==> config.mk <==
export PLATFORM = sky130hd
export DESIGN_NAME = thct_ctrl
export DESIGN_NICKNAME = d
export VERILOG_FILES = /design/src/hdl/thct_pkg.sv /design/src/hdl/thct_ctrl.sv
export SDC_FILE = /design/constraint.sdc
export NUM_CORES = 1
export LEC_CHECK = 0
export BUFFER_PORTS_ARGS = -buffer_cell sky130_fd_sc_hd__buf_4
export CORE_AREA = 2 2 39 41
export CTS_BUF_LIST = sky130_fd_sc_hd__clkbuf_2
export DETAILED_ROUTE_END_ITERATION = 10
export DIE_AREA = 0 0 41 43
export GPL_ROUTABILITY_DRIVEN = 0
export PLACE_DENSITY = 0.72
export RECOVER_POWER = 100
export SLEW_MARGIN = 20
export SYNTH_ARGS = -nofsm -noshare
export SYNTH_HDL_FRONTEND = slang
export SYNTH_SLANG_ARGS = --single-unit
==> constraint.sdc <==
create_clock -name clk -period 1.8 [get_ports clk]
set_clock_uncertainty 0.15 [all_clocks]
set_input_delay 0.27 -clock clk [delete_from_list [all_inputs] [get_ports clk]]
set_output_delay 0.27 -clock clk [all_outputs]
set_load 0.03 [all_outputs]
==> src/hdl/thct_pkg.sv <==
// ----------------------------------------------------------------------------
// thct_pkg
// Shared types, codes and constants for the type hash-consing table.
// ----------------------------------------------------------------------------
package thct_pkg;

  localparam logic [31:0] FNV_PRIME = 32'h0100_0193;
  localparam int          FIRST_ID  = 8;

  localparam logic [2:0] KIND_ARRAY  = 3'd0;
  localparam logic [2:0] KIND_SET    = 3'd1;
  localparam logic [2:0] KIND_REF    = 3'd2;
  localparam logic [2:0] KIND_VECTOR = 3'd3;
  localparam logic [2:0] KIND_MATRIX = 3'd4;
  localparam logic [2:0] KIND_DICT   = 3'd5;

  localparam logic [1:0] STATUS_OK       = 2'd0;
  localparam logic [1:0] STATUS_LOAD     = 2'd1;
  localparam logic [1:0] STATUS_NO_IDS   = 2'd2;

  // Outcome of one lookup, chosen by the controller.
  typedef enum logic [2:0] {
    RES_NULL,
    RES_HIT,
    RES_NEW,
    RES_FULL,
    RES_NOIDS
  } result_t;

  typedef struct packed {
    logic    load_input;
    logic    mix;
    logic    mix_second;
    logic    probe_start;
    logic    probe_advance;
    logic    clear_write;
    logic    insert;
    logic    out_load;
    result_t result;
  } cmd_t;

  typedef struct packed {
    logic kind_unused;
    logic kind_dict;
    logic slot_valid;
    logic slot_match;
    logic load_full;
    logic ids_out;
    logic sweep_last;
    logic probe_last;
    logic out_free;
  } dp_status_t;

  function automatic logic [31:0] kind_hash_seed(input logic [2:0] kind);
    logic [31:0] tag;
    unique case (kind)
      KIND_ARRAY:  tag = 32'h41;
      KIND_SET:    tag = 32'h53;
      KIND_REF:    tag = 32'h52;
      KIND_VECTOR: tag = 32'h56;
      KIND_MATRIX: tag = 32'h4d;
      KIND_DICT:   tag = 32'h44;
      default:     tag = 32'h0;
    endcase
    return tag;
  endfunction

endpackage

==> src/hdl/thct_ctrl.sv <==
// ----------------------------------------------------------------------------
// thct_ctrl
// Sequencer for clearing, hashing, probing and answering one lookup.
// ----------------------------------------------------------------------------
module thct_ctrl
  import thct_pkg::*;
(
  input  logic       clk,
  input  logic       rst,
  input  logic       in_valid,
  output logic       in_ready,
  input  dp_status_t st,
  output cmd_t       cmd
);

  typedef enum logic [2:0] {
    S_CLEAR,
    S_IDLE,
    S_HASH1,
    S_HASH2,
    S_READ,
    S_CHECK,
    S_FINISH
  } state_t;

  state_t  state;
  state_t  state_next;
  result_t res_code;
  result_t res_code_next;

  always_comb begin
    cmd           = '0;
    cmd.result    = res_code;
    in_ready      = 1'b0;
    state_next    = state;
    res_code_next = res_code;
    unique case (state)
      S_CLEAR: begin
        cmd.clear_write = 1'b1;
        if (st.sweep_last) begin
          state_next = S_IDLE;
        end
      end
      S_IDLE: begin
        in_ready       = 1'b1;
        cmd.load_input = in_valid;
        if (in_valid) begin
          state_next = S_HASH1;
        end
      end
      S_HASH1: begin
        if (st.kind_unused) begin
          res_code_next = RES_NULL;
          state_next    = S_FINISH;
        end else if (st.kind_dict) begin
          cmd.mix    = 1'b1;
          state_next = S_HASH2;
        end else begin
          cmd.mix         = 1'b1;
          cmd.probe_start = 1'b1;
          state_next      = S_READ;
        end
      end
      S_HASH2: begin
        cmd.mix         = 1'b1;
        cmd.mix_second  = 1'b1;
        cmd.probe_start = 1'b1;
        state_next      = S_READ;
      end
      S_READ: begin
        state_next = S_CHECK;
      end
      S_CHECK: begin
        if (!st.slot_valid) begin
          if (st.load_full) begin
            res_code_next = RES_FULL;
          end else if (st.ids_out) begin
            res_code_next = RES_NOIDS;
          end else begin
            res_code_next = RES_NEW;
          end
          state_next = S_FINISH;
        end else if (st.slot_match) begin
          res_code_next = RES_HIT;
          state_next    = S_FINISH;
        end else if (st.probe_last) begin
          res_code_next = RES_FULL;
          state_next    = S_FINISH;
        end else begin
          cmd.probe_advance = 1'b1;
          state_next        = S_READ;
        end
      end
      S_FINISH: begin
        if (st.out_free) begin
          cmd.out_load = 1'b1;
          cmd.insert   = (res_code == RES_NEW);
          state_next   = S_IDLE;
        end
      end
      default: begin
        state_next = S_IDLE;
      end
    endcase
  end

  always_ff @(posedge clk) begin
    if (rst) begin
      state    <= S_CLEAR;
      res_code <= RES_NULL;
    end else begin
      state    <= state_next;
      res_code <= res_code_next;
    end
  end

endmodule

==> results.py <==
metrics = {
    "outcome": {
        "status": "completed",
    },
    "sta": {
        "setup_ws_ps": 80.4,
        "relSlewSlack": 0.709,
        "layout_min_cycle_time_ps": 1720,
        "fmax_ghz": 0.582,
        "min_period_over_period": 0.955,
        "fin_setup_tns_ps": 0,
        "hold_slack_ps": 76.5,
        "slew_viol_final": 0,
        "rsz0062_at_grt": "false",
        "final_hold_viol_count": 0,
        "finalSetupViolCount": 0,
        "worstMarginPinSlew_ps": 435,
    },
    "clocking": {
        "cts_max_level": 1,
        "clock_latency_ps": 240,
        "postCtsSetupBuffers": 0,
        "cts_sinks": 6,
        "clock_path_buffers": 2,
        "cts_tree": "built",
        "clk_pin_slew_ps": 70,
        "cts_made_buffers": 3,
        "cts-root-buf": "clkbuf_2",
    },
    "worst_hold_path": {
        "hp-start": "rst",
        "hold_path_class": "in2reg",
    },
    "synthesis": {
        "synth_cells": 54,
        "synth.distinct_cells": 27,
        "synth-seq-cells": 6,
        "seq_area_frac_synth": 0.276,
        "syn_nets": 66,
        "syn_area_per_cell_um2": 8.06,
        "syn_area_um2": 435,
        "yosys_warnings": 0,
    },
    "floorplanning": {
        "start_util": 0.315,
        "rows": 14,
        "io_pins": 24,
        "die_w_um": 41,
        "die-area_mm2": 0.00176,
        "die_h_um": 43,
        "coreArea_mm2": 0.00138,
    },
    "place": {
        "dpl.hpwl_um": 936,
        "preCtsSetupSlack_ps": 182,
        "portBuffers": 23,
    },
    "worst_setup_path": {
        "r2r_start": "state[1]$_SDFFE_PP0P_",
        "crit_fanout": 3,
        "required_ps": 1380,
        "critical_path.startpoint": "state[2]$_SDFFE_PP0P_",
        "critPathKind": "reg2out",
        "cp_data_arrival_time_ps": 1300,
        "crit_path_start_kind": "flip-flop",
        "worstSetupEndpointType": "output pin",
    },
    "global_route": {
        "grtUsageTotal": 0.164,
        "grt_antenna_before_repair": 0,
        "grt_pass1_vias": 472,
        "grt_max_degree": 12,
        "overflow": 0,
        "grt_pass1_wl_mm": 1.95,
    },
    "detailed_routing": {
        "routed_wl_mm": 1.21,
        "drt_iter0_markers": 20,
        "drc_errors": 0,
        "avgViaCountPerCell": 5.55,
        "first_pass_iters": 4,
        "postRouteAntennaNets": 0,
        "via_count": 527,
        "wire_per_inst_um": 12.7,
    },
    "layout": {
        "multi_input_area_um2": 293,
        "seq_area_um2": 124,
        "finalNetCount": 93,
        "antenna_cells": 0,
        "final_common_cell": "buf_4",
        "fill_cells": 145,
        "layout-drive-gt1-share": 0.392,
        "syn_to_final_growth_pct": 46.0,
        "mostFrequentLayoutCells": "22 x buf_4, 7 x nor2_1, 5 x a21oi_1, 5 x dfxtp_1",
    },
    "flow_run": {
        "cap_violations": 0,
    },
    "pwr": {
        "ir_worst_vdd_mv": 0.206,
        "p_leak_uw": 0.000286,
        "power_density_mw_per_mm2": 513,
    },
}
[layout make-up]
| cell class | count | share of cell area |
|---|---|---|
| inverter | 2 | 0.0118 |
| timing repair buffer | 25 | 0.278 |
| tap | 16 | 0.0315 |
| clock buffer | 3 | 0.0236 |
| multi-input combinational | 43 | 0.461 |
| sequential | 6 | 0.195 |
[worst max-delay path: stages (launching register included)]
cell     delay, ps
dfxtp_1        340
and2_1         180
and3_1         210
and3_2         190
buf_4          150
[routing by layer]
metal | GRT usage | share of wire | vias to the layer above
met5 | 0 | 0 | -
met4 | 0.153 | 0.026 | 0
met3 | 0.00524 | 0.065 | 5
met2 | 0.219 | 0.49 | 23
met1 | 0.222 | 0.42 | 244
li1 | - | - | 255
[final timing paths]
kind / endpoint / slack, ps / depth (start not counted)
max: cmd[4] / 80 / 4
min: res_code[0]$_SDFFE_PP0P_ / 80 / 2
max reg2reg: res_code[2]$_SDFFE_PP0P_ / 320 / 4
min reg2reg: state[2]$_SDFFE_PP0P_ / 340 / 1
[through the flow]
| stage | total power, uW | instances | instance area, um2 | utilization |
|---|---|---|---|---|
| after global placement | 224 | 92 | 628 | 0.454 |
| after detailed placement | 225 | 92 | 628 | 0.454 |
| after global routing | 340 | 95 | 636 | 0.459 |
| after floorplan | 187 | 54 | 442 | - |
| final | 326 | 95 | 636 | 0.459 |
| after CTS | 325 | 95 | 644 | 0.466 |
[report_power, final]
part | switching (uW) | internal, uW | leakage (uW)
clock | 58.1 | 45.3 | 0.0000125
combinational | 42.1 | 37.7 | 0.000224
sequential | 7.12 | 136 | 0.0000492
[cell families (layout without fill, tap and decap cells)]
kind of cell / after synthesis / after routing / synth area share
compound gates: 18 / 18 / 0.287
buf+inv: 5 / 30 / 0.0661
flops: 6 / 6 / 0.276
simple gates: 25 / 25 / 0.371
[sequential cells by signal, summed over array words and instances, names as in the netlist]
name      count
state         3
res_code      3
[cells in the mapped netlist]
| cell type | n | area (um2) |
|---|---|---|
| inv_1 | 1 | 3.75 |
| o31a_1 | 1 | 8.76 |
| o211ai_1 | 3 | 22.5 |
| a211oi_1 | 3 | 22.5 |
| buf_6 | 1 | 11.3 |
| a221oi_1 | 1 | 8.76 |
| a2111o_1 | 1 | 11.3 |
| or4b_1 | 1 | 10.0 |
| and2_1 | 3 | 18.8 |
| and3_1 | 2 | 12.5 |
| o21a_1 | 1 | 7.51 |
| dfxtp_1 | 6 | 120 |
| o21ai_0 | 2 | 10.0 |
| nor3_1 | 3 | 15.0 |
| nand3b_4 | 1 | 20.0 |
| or3_1 | 2 | 12.5 |
| nor2_1 | 7 | 26.3 |
| or2_0 | 1 | 6.26 |
| nand2_1 | 1 | 3.75 |
| nand4bb_1 | 1 | 11.3 |
| inv_2 | 1 | 3.75 |
| o32ai_1 | 1 | 8.76 |
| a21oi_1 | 5 | 25.0 |
| nor2b_1 | 1 | 6.26 |
| nand2b_1 | 1 | 6.26 |
| nor3b_2 | 1 | 12.5 |
| buf_2 | 2 | 10.0 |
[what timing repair did]
| action | CTS | global route |
|---|---|---|
| setup endpoints to repair | 2 | 1 |
| resized for setup | 1 | 1 |
| hold buffers | 0 | 0 |
| hold endpoints to repair | 0 | 0 |
Note: power is estimated with default switching activity, not from simulation.
